===== src/rtl/core/psd_pkg.sv =====
// shared widths, types and the divider step for the point to segment distance core
`timescale 1ns / 1ps
package psd_pkg;

  localparam int CW   = 24;              // coordinate width, Q15.8
  localparam int DW   = CW + 1;          // coordinate difference width
  localparam int PW   = 2 * DW;          // product of two differences
  localparam int DOTW = PW + 2;          // signed dot product
  localparam int DDW  = 2 * CW + 2;      // squared length of the line
  localparam int DVW  = DOTW - 1;        // magnitude of the dot product
  localparam int LOW  = (DVW + 1) / 2;   // low slice for the split multiply
  localparam int HIW  = DVW - LOW;
  localparam int NW   = DVW + DW + 1;    // divider dividend width
  localparam int QW   = CW + 3;          // quotient width, bounded by |p - s|
  localparam int WW   = DDW + 1 + QW;    // remainder and quotient shift word
  localparam int DSTW = 2 * CW + 2;      // squared distance width

  typedef logic signed [CW-1:0] coord_t;
  typedef logic signed [DW-1:0] diff_t;

  typedef struct packed {
    logic          seg;
    coord_t [2:0]  p;
    coord_t [2:0]  s;
    coord_t [2:0]  e;
    diff_t  [2:0]  v;
    diff_t  [2:0]  d;
  } item_t;

  typedef struct packed {
    logic          seg;
    logic          dd_zero;
    logic [2:0]    neg;
    coord_t [2:0]  p;
    coord_t [2:0]  s;
    coord_t [2:0]  e;
  } ctx_t;

  // one restoring division step: shift in the next dividend bit, subtract if it fits
  function automatic logic [WW-1:0] div_step(logic [WW-1:0] w, logic [DDW:0] dv);
    logic [DDW+1:0] t;
    logic [DDW+1:0] r;
    t = w[WW-1:QW-1];
    r = t - {1'b0, dv};
    if (t >= {1'b0, dv}) begin
      return {r[DDW:0], w[QW-2:0], 1'b1};
    end
    return {t[DDW:0], w[QW-2:0], 1'b0};
  endfunction

endpackage


===== src/rtl/core/psd_fifo.sv =====
// two-entry queue between the input stage and the arithmetic pipeline
`timescale 1ns / 1ps
module psd_fifo import psd_pkg::*; (
  input  logic  clk_i,
  input  logic  rst_ni,
  input  logic  push_valid_i,
  output logic  push_ready_o,
  input  item_t push_item_i,
  output logic  pop_valid_o,
  input  logic  pop_ready_i,
  output item_t pop_item_o
);

  item_t      mem_q [2];
  logic       wr_q, rd_q;
  logic [1:0] cnt_q;
  logic       push, pop;

  assign push_ready_o = (cnt_q != 2'd2);
  assign pop_valid_o  = (cnt_q != 2'd0);
  assign push         = push_valid_i && push_ready_o;
  assign pop          = pop_valid_o && pop_ready_i;
  assign pop_item_o   = mem_q[rd_q];

  always_ff @(posedge clk_i or negedge rst_ni) begin
    if (!rst_ni) begin
      wr_q  <= 1'b0;
      rd_q  <= 1'b0;
      cnt_q <= 2'd0;
    end else begin
      if (push) wr_q <= !wr_q;
      if (pop)  rd_q <= !rd_q;
      cnt_q <= cnt_q + {1'b0, push} - {1'b0, pop};
    end
  end

  always_ff @(posedge clk_i) begin
    if (push) begin
      mem_q[wr_q] <= push_item_i;
    end
  end

endmodule


===== config.mk =====
export PLATFORM = sky130hd
export DESIGN_NAME = psd_fifo
export DESIGN_NICKNAME = d
export VERILOG_FILES = /design/src/rtl/core/psd_pkg.sv /design/src/rtl/core/psd_fifo.sv
export SDC_FILE = /design/constraint.sdc
export NUM_CORES = 1
export LEC_CHECK = 0
export BUFFER_PORTS_ARGS = -buffer_cell sky130_fd_sc_hd__buf_2
export CORE_AREA = 10 10 283 285
export DETAILED_ROUTE_END_ITERATION = 12
export DIE_AREA = 0 0 293 295
export PLACE_DENSITY = 0.65
export SYNTH_ARGS = -nofsm -noshare
export SYNTH_HDL_FRONTEND = slang
export SYNTH_SLANG_ARGS = --single-unit

===== constraint.sdc =====
create_clock -name clk_i -period 23.9 [get_ports clk_i]
set_input_delay 0 -clock clk_i [delete_from_list [all_inputs] [get_ports clk_i]]
set_output_delay 0 -clock clk_i [all_outputs]
set_load 0.05 [all_outputs]

==> impl_metrics.toml <==
[clocking]
clockBufferDepth = 3
numCtsBuffers = 79
clkLatencyLatePin_ns = 0.61
cts_sinks = 738
clk_pin_slew_ns = 0.06
postCtsSetupRepairBufs = 0
cts_tree = "done"
h-tree-depth = 3
root_buffer = "clkbuf_16"

[grt]
grt_overflow_total = 0
grt_pass1_wl_mm = 109
grt_max_degree = 174
first_global_vias = 17300
antenna_found_initial = 18
track_usage = 0.166

[layout]
final_cells = 3373
final_common_cell = "buf_2"
final_cell_mix = "739 x buf_2, 734 x edfxtp_1, 371 x dlygate4sd3_1"
drive_gt1_frac = 0.515
nFillCells = 5939
fin_area_um2 = 37900
fin_nets = 2698
area_growth_syn_to_layout_pct = 40.7

[critical_path]
arrival_ns = 4.54
crit_fanout = 80
r2r_cells = 5
slowest_delay_ns = 1.10
critPathMostFrequentCell = "buf_4"
critPathCaptureType = "output pin"
r2r_start = "cnt_q[0]"
critPathTopFamily = "buffers and inverters"
critPathLaunch = "rd_q"
regToRegSetupSlack_ns = 20.45
crit_required_ns = 23.90
cp_slowest_cell = "dfrtp_4"
crit_chain = "buf_4, buf_4, mux2_2, buf_2"
cp-start-kind = "register"
critPathKind = "reg2out"
timing.critical_path.buf_inv = 3
timing.rr.end = "mem_q[0][152]"

[floorplan]
top_level_ports = 740
design.die.area_um2 = 86400
rows = 100
die_h_um = 295
start_util = 0.363
die_x_um = 293
core_um2 = 74200

[timing]
period_needed_ns = 4.54
post-route-period-util = 0.190
slew_viol_final = 0
setup_violations = 0
finalHoldViolCount = 0
finalClockSkew_ns = 0.0291
max_freq_ghz = 0.220
fin_setup_tns_ns = 0
grt_setup_unrepaired = "no"
tightest_slew_ns = 1.29
slew_headroom = 0.141

[routing]
wl_per_cell_um = 22.4
wirelength_met1_mm = 27.1
viasPerCell = 4.66
wl_met3_mm = 5.38
ant_nets = 0
drt-total-wl_mm = 75.4
top_layer_used = "met5"
vias = 15700
first_pass_iters = 4
drc = 0
drt_iter0_drc = 871
wl_met2_mm = 40.0

[worst_hold_path]
holdPathEnd = "mem_q[1][60]"
whs_path_depth = 2
min_from = "push_item_i[60]"
hp-class = "in2reg"

[power_and_ir_drop]
p_per_area_nw_per_um2 = 138
irDropWorstVdd_mv = 0.0869
p_leak_nw = 14.3

[placed_design]
numPortBuffers = 739
dp_hpwl_mm = 51.2
routabilityCongestion = 0.826
place_area_um2 = 31500
dp.cells = 2843

[synthesis]
synthCells = 1164
ys_seq_area_frac = 0.822
synthDistinctLibCells = 21
syn_area_um2 = 26900
yosys_warnings = 0
synth.avg_cell_area_um2 = 23.1
syn_nets = 1536
ys_ff_latch = 738

[job]
maxCapViolCount = 0

[outcome]
status = "finished, final reports clean"
-- registers in the layout, summed over array words and instances (netlist names) --
register  cells
mem_q       734
cnt_q         2
rd_q          1
wr_q          1
-- worst max path at each step --
stage | endpoint | slack [ns] | cells after the start
2_1_floorplan | mem_q[0][0] | 6.56 | 3
3_3_place_gp | pop_item_o[77] | 20.04 | 4
3_5_place_dp | pop_item_o[77] | 19.99 | 4
4_1_cts | pop_item_o[77] | 19.27 | 4
5_1_grt | pop_item_o[77] | 19.09 | 4
6_report | pop_item_o[77] | 19.36 | 4
-- Yosys cell counts (all sizes together) --
| cell type | count | area [um2] |
|---|---|---|
| edfxtp | 734 | 22000 |
| mux2 | 367 | 4250 |
| buf | 41 | 433 |
| dfrtp | 4 | 100 |
| nor2 | 3 | 11.3 |
| xnor2 | 3 | 26.3 |
| nand2 | 2 | 7.51 |
| a311oi | 1 | 8.76 |
| and3 | 1 | 6.26 |
| ha | 1 | 12.5 |
| nand2b | 1 | 6.26 |
| nand3 | 1 | 5.00 |
| nor2b | 1 | 6.26 |
| nor4bb | 1 | 10.0 |
| o21ai | 1 | 5.00 |
| o21ba | 1 | 10.0 |
| or2 | 1 | 6.26 |
-- cells by family (layout without fill, tap and decap cells) --
logic type,count (synthesis),in the layout,synth area share
flip-flops,738,738,0.822
buffers and inverters,41,1267,0.0161
AO/OA/AOI/OAI,3,3,0.000882
AND/OR/NAND/NOR,11,11,0.00218
XOR/XNOR,3,3,0.000975
other,0,14,0
adder cells (fa/ha/maj),1,1,0.000464
multiplexers,367,367,0.158
-- worst reg2reg max path, delay by kind of cell (launching register included) --
kind | cells | cell delay (ns)
buffers and inverters | 2 | 1.52
and+or+nand+nor | 3 | 1.01
DFF | 1 | 0.42
-- power by group --
group          switching, W  internal (W)  leakage, nW  total (W)
Combinational       0.00159      0.000574         6.13    0.00217
Clock              0.000506      0.000711         1.26    0.00122
Sequential        0.0000883       0.00177         6.87    0.00186
Total               0.00219       0.00306         14.3    0.00525
-- layer usage --
metal,vias to the layer above,GRT usage
li1,7021,-
met1,7902,0.180
met2,633,0.300
met3,161,0.0456
met4,8,0.0775
met5,-,0
-- area by class of cell --
class / count / area, um2 / share of cell area
diodes: 14 / 35.0 / 0.000924
clock buffers: 96 / 2060 / 0.0544
clock inverters: 49 / 561 / 0.0148
multi-input cells: 385 / 4380 / 0.116
flip-flops and latches: 738 / 22100 / 0.584
well taps: 969 / 1210 / 0.0320
repair buffers: 1122 / 7510 / 0.198
-- through the flow --
stage | power [W] | utilization | setup slack [ns] | hold WS, ns
CTS | 0.00529 | 0.510 | 19.27 | 0.0480
floorplan | 0.00368 | - | 6.56 | -0.296
global placement | 0.00399 | 0.425 | 20.04 | -0.185
finish | 0.00525 | 0.511 | 19.36 | 0.0979
detailed placement | 0.00401 | 0.425 | 19.99 | -0.184
global route | 0.00544 | 0.511 | 19.09 | 0.0757
-- repair_timing --
| item | 4_1_cts | 5_1_grt |
|---|---|---|
| hold buffers | 371 | 0 |
| hold endpoints to repair | 742 | 0 |
| gates resized for setup | 0 | 0 |
Note: power is estimated with default switching activity, not from simulation.
