$ cat config.mk
export PLATFORM = sky130hd
export DESIGN_NAME = psd_front
export DESIGN_NICKNAME = d
export VERILOG_FILES = /design/src/rtl/core/psd_pkg.sv /design/src/rtl/core/psd_front.sv
export SDC_FILE = /design/constraint.sdc
export NUM_CORES = 1
export LEC_CHECK = 0
export BUFFER_PORTS_ARGS = -buffer_cell sky130_fd_sc_hd__buf_4
export CAP_MARGIN = 20
export CORE_AREA = 2 2 228 230
export DETAILED_ROUTE_END_ITERATION = 10
export DIE_AREA = 0 0 230 232
export SLEW_MARGIN = 20
export SYNTH_ARGS = -nofsm -noshare
export SYNTH_HDL_FRONTEND = slang
export SYNTH_SLANG_ARGS = --single-unit
$ cat constraint.sdc
create_clock -name clk_i -period 16.05 [get_ports clk_i]
set_clock_uncertainty 0.2 [all_clocks]
set_input_delay 0.8025 -clock clk_i [delete_from_list [all_inputs] [get_ports clk_i]]
set_output_delay 0.8025 -clock clk_i [all_outputs]
set_load 0.005 [all_outputs]
$ cat src/rtl/core/psd_pkg.sv
// shared widths, types and the divider step for the point to segment distance core
`timescale 1ns / 1ps
package psd_pkg;

  localparam int CW   = 24;              // coordinate width, Q15.8
  localparam int DW   = CW + 1;          // coordinate difference width
  localparam int PW   = 2 * DW;          // product of two differences
  localparam int DOTW = PW + 2;          // signed dot product
  localparam int DDW  = 2 * CW + 2;      // squared length of the line
  localparam int DVW  = DOTW - 1;        // magnitude of the dot product
  localparam int LOW  = (DVW + 1) / 2;   // low slice for the split multiply
  localparam int HIW  = DVW - LOW;
  localparam int NW   = DVW + DW + 1;    // divider dividend width
  localparam int QW   = CW + 3;          // quotient width, bounded by |p - s|
  localparam int WW   = DDW + 1 + QW;    // remainder and quotient shift word
  localparam int DSTW = 2 * CW + 2;      // squared distance width

  typedef logic signed [CW-1:0] coord_t;
  typedef logic signed [DW-1:0] diff_t;

  typedef struct packed {
    logic          seg;
    coord_t [2:0]  p;
    coord_t [2:0]  s;
    coord_t [2:0]  e;
    diff_t  [2:0]  v;
    diff_t  [2:0]  d;
  } item_t;

  typedef struct packed {
    logic          seg;
    logic          dd_zero;
    logic [2:0]    neg;
    coord_t [2:0]  p;
    coord_t [2:0]  s;
    coord_t [2:0]  e;
  } ctx_t;

  // one restoring division step: shift in the next dividend bit, subtract if it fits
  function automatic logic [WW-1:0] div_step(logic [WW-1:0] w, logic [DDW:0] dv);
    logic [DDW+1:0] t;
    logic [DDW+1:0] r;
    t = w[WW-1:QW-1];
    r = t - {1'b0, dv};
    if (t >= {1'b0, dv}) begin
      return {r[DDW:0], w[QW-2:0], 1'b1};
    end
    return {t[DDW:0], w[QW-2:0], 1'b0};
  endfunction

endpackage

$ cat src/rtl/core/psd_front.sv
// input stage: registers an item and forms the point and line difference vectors
`timescale 1ns / 1ps
module psd_front import psd_pkg::*; (
  input  logic   clk_i,
  input  logic   rst_ni,
  input  logic   in_valid_i,
  output logic   in_ready_o,
  input  logic   command_i,
  input  coord_t point_x_i,
  input  coord_t point_y_i,
  input  coord_t point_z_i,
  input  coord_t start_x_i,
  input  coord_t start_y_i,
  input  coord_t start_z_i,
  input  coord_t end_x_i,
  input  coord_t end_y_i,
  input  coord_t end_z_i,
  output logic   push_valid_o,
  input  logic   push_ready_i,
  output item_t  push_item_o
);

  logic         vld_q;
  logic         seg_q;
  coord_t [2:0] p_q, s_q, e_q;

  assign in_ready_o   = !vld_q || push_ready_i;
  assign push_valid_o = vld_q;

  always_ff @(posedge clk_i or negedge rst_ni) begin
    if (!rst_ni) begin
      vld_q <= 1'b0;
    end else if (in_ready_o) begin
      vld_q <= in_valid_i;
    end
  end

  always_ff @(posedge clk_i) begin
    if (in_valid_i && in_ready_o) begin
      seg_q <= command_i;
      p_q   <= {point_z_i, point_y_i, point_x_i};
      s_q   <= {start_z_i, start_y_i, start_x_i};
      e_q   <= {end_z_i, end_y_i, end_x_i};
    end
  end

  always_comb begin
    push_item_o.seg = seg_q;
    push_item_o.p   = p_q;
    push_item_o.s   = s_q;
    push_item_o.e   = e_q;
    for (int i = 0; i < 3; i++) begin
      push_item_o.v[i] = {p_q[i][CW-1], p_q[i]} - {s_q[i][CW-1], s_q[i]};
      push_item_o.d[i] = {e_q[i][CW-1], e_q[i]} - {s_q[i][CW-1], s_q[i]};
    end
  end

endmodule

==> summary.txt <==
Logic synthesis
  – Syn Inst Count: 1300
  – Fraction of synthesis flops using an asynchronous set or reset pin: 0.4587%
  – Yosys warns: 0
  – Number of flops mapped to enable cells by yosys: 217
  – Post-synthesis cell type count: 79
  – Synthesized Nets: 1671
  – Seq/Total Area, Yosys: a little under half
  – Post-Synthesis Cell Area: roughly 14000 µm²
  – Syn avg cell area: ~11 µm²
  – Ys flop type: edfxtp_1
  – Yosys reg bits: 218

Finish
  – Multi-input combinational cell area: around 7000 µm²
  – Final net count: 2278
  – Most common cell after layout, fill and taps aside: buf_4
  – Filler cell count: 5040
  – Sequential cell area: 6541 µm²
  – Area growth, synth to finish: 43.73%
  – Share of cells above drive strength 1: around 34%
  – Commonest cells after routing, fill and taps aside: buf_4, edfxtp_1, ha_1, inv_1, a21oi_1
  – Fin cells: roughly 2600
  – Fin util: just under 40%

Die
  – Core box area: 50890 µm²
  – Rows: just over 80
  – Die extent in x: 230 µm
  – Die ar.: 53360 µm²
  – Die Y: 232 µm
  – Initial Util: 27.68%
  – Ports: between 500 and 600

Worst setup path
  – Critical path arrival: between 3 and 4 ns
  – Slowest cell delay on critical path: 0.57 ns
  – Reg2reg path depth: 3
  – WP data required: around 15 ns
  – Worst-path cell chain: ha_1, fa_1, nand2b_1, a2111oi_0, o31ai_1, a21o_1, nand2_1, a31oi_1, o221a_1, buf_4
  – R2R Path Start: push_valid_o
  – Reg2Reg Setup Slack: 13.84 ns
  – Worst-path maximum fanout: 3
  – Crit end category: output pin
  – CP startpoint kind: flop
  – R2R Path End: push_item_o[316]
  – Slowest library cell on the worst path: a2111oi_0
  – Critical path class: flop to output pin

GRT
  – Largest net degree at the start of global routing: 74
  – Total Routing Usage GR: ~18%
  – Initial antenna violation count: 5
  – Grt total ovfl: 0
  – Global-route wire length before repair: 75840 µm
  – Vias in the first global route: around 12000

Clock tree
  – Clock-pin slew on the worst setup and hold paths: 0.06 ns
  – Worst skew pair latency: 0.57 ns
  – Post-cts sizing count: 0
  – Clock root buffer: clkbuf_16
  – CTS max path bufs: 3
  – # H-tree levels: 1
  – Hold-fix buffers, CTS: 1
  – Post-CTS Setup Inserts: 0
  – # clock sinks: approximately 220
  – CTS tree: done
  – CTS Buf Count: 28

Placement
  – I/O Buffers: 589
  – Total placed cells including tap cells: 2556
  – Routability cong.: 0.9221
  – DP HPWL: 43740 µm

STA
  – Worst-Margin Slew: between 1 and 1.5 ns
  – Tcrit/Tclk final: 28.44%
  – Max-slew headroom at the worst pin: around 32%
  – Setup Viol. Count Final: 0
  – Min Tclk post-route: approximately 4.6 ns
  – FMAX: ~220 MHz
  – Setup TNS: 0 ns
  – WHS: 0.1994 ns
  – Pins Over Slew Limit: 0
  – Final hold violations: 0
  – RSZ-0062 raised after global routing: false

Worst hold path
  – Worst hold start: point_z_i[23]
  – Sink of the worst hold path: push_item_o[365]
  – Hold Path Depth: 1
  – Tightest Hold Check Type: input port to flop

Drt
  – Initial DRC count: 693
  – DRT antenna net count: 0
  – Avg WL per Cell: 20.03 µm
  – Drc violations: 0
  – Pre-antenna DRT Iters: 7
  – DR vias: 12550
  – Final wirelength: 52330 µm
  – Vias per Instance: 4.805

Power
  – Static Leak: 9.205 nW
  – VDD IR max: 80.58 µV
  – Overall power: around 1.9 mW
  – Power density over cell area: 95.16 nW/µm²

Job
  – Total of max-cap violations: 0

Outcome
  – Outcome: finished clean
how the worst max path moves through the flow:
stage                     start                to  slack, ns  cells after the start
5_1_grt        push_item_o[222]   push_item_o[20]      11.26                     10
4_1_cts        push_item_o[270]  push_item_o[149]      11.44                     10
3_3_place_gp   push_item_o[270]  push_item_o[149]      12.08                     10
3_5_place_dp   push_item_o[270]  push_item_o[149]      12.08                     10
6_report       push_item_o[270]  push_item_o[149]      11.48                     10
2_1_floorplan      push_ready_i  push_item_o[150]       9.33                      2
state kept, by name, indices dropped and copies added (netlist names):
| signal | flops |
|---|---|
| seg_q | 1 |
| push_item_o | 216 |
| push_valid_o | 1 |
metal layers:
layer | track usage (%) | up-vias | share of wire, %
li1 | - | 6076 | -
met1 | 22.82 | 6000 | 42
met2 | 31.97 | 413 | 49
met3 | 4.936 | 57 | 7.1
met4 | 4.315 | 4 | 2.4
met5 | 0 | - | 0.038
worst max-delay path: cells and delay by family (launching register included):
family	cells	cell delay, ns
and+or+nand+nor	2	0.37
DFF	1	0.41
AOI/OAI and AO/OA	5	1.42
buffers and inverters	1	0.14
adders and majority gates	2	0.64
power by group:
| group | total, mW | switching (mW) | internal [mW] |
|---|---|---|---|
| Clock | 0.635 | 0.255 | 0.380 |
| Sequential | 0.691 | 0.0236 | 0.667 |
| Combinational | 0.601 | 0.301 | 0.300 |
metrics by stage:
stage                     cell area [µm²]  setup WS, ns
final                               20250         11.48
after global routing                20240         11.26
after CTS                           20240         11.44
after detailed placement            19310         12.08
after global placement              19310         12.08
after floorplan                     14090         9.331
Yosys cell counts, types with 5 or more instances:
master	count	area, µm²
xor2_1	35	306.5
nor3_1	20	100.1
nand4_1	8	50.05
a21oi_1	116	580.6
a221oi_1	6	52.55
o31a_1	10	87.58
nand2_1	71	266.5
a31oi_1	18	112.6
nand3_1	29	145.1
edfxtp_1	217	6516
a21o_1	58	435.4
clkbuf_1	13	48.80
o211ai_1	10	75.07
and3_1	17	106.4
nor2_1	65	244.0
mux2i_1	5	50.05
o21bai_1	12	90.09
nor2b_1	24	150.1
xnor2_1	78	683.2
ha_1	144	1802
o21a_1	24	180.2
o21ai_1	12	60.06
inv_1	124	465.5
fa_1	6	120.1
and2_1	8	50.05
o21ai_0	44	220.2
o31ai_1	8	60.06
nand2b_1	22	137.6
layout make-up:
type | instances | share of cell area (%)
Multi-Input combinational cell | 941 | 34.61
Sequential cell | 218 | 32.31
Clock buffer | 39 | 3.770
Inverter | 125 | 2.318
Antenna cell | 3 | 0.03708
Clock inverter | 13 | 0.7540
Timing Repair Buffer | 593 | 22.00
Tap cell | 680 | 4.202
cell families (layout without fill, tap and decap cells):
kind of cell | count (synthesis) | count (layout) | synth area share [%]
xor gates and xnor gates | 113 | 113 | 7.026
other | 0 | 3 | 0
DFF | 218 | 218 | 46.44
buffers and inverters | 141 | 770 | 3.837
and+or+nand+nor | 291 | 291 | 10.31
AOI/OAI and AO/OA | 381 | 381 | 18.31
adders and majority gates | 150 | 150 | 13.64
muxes | 6 | 6 | 0.4353
(Power assumes the default switching activity.)
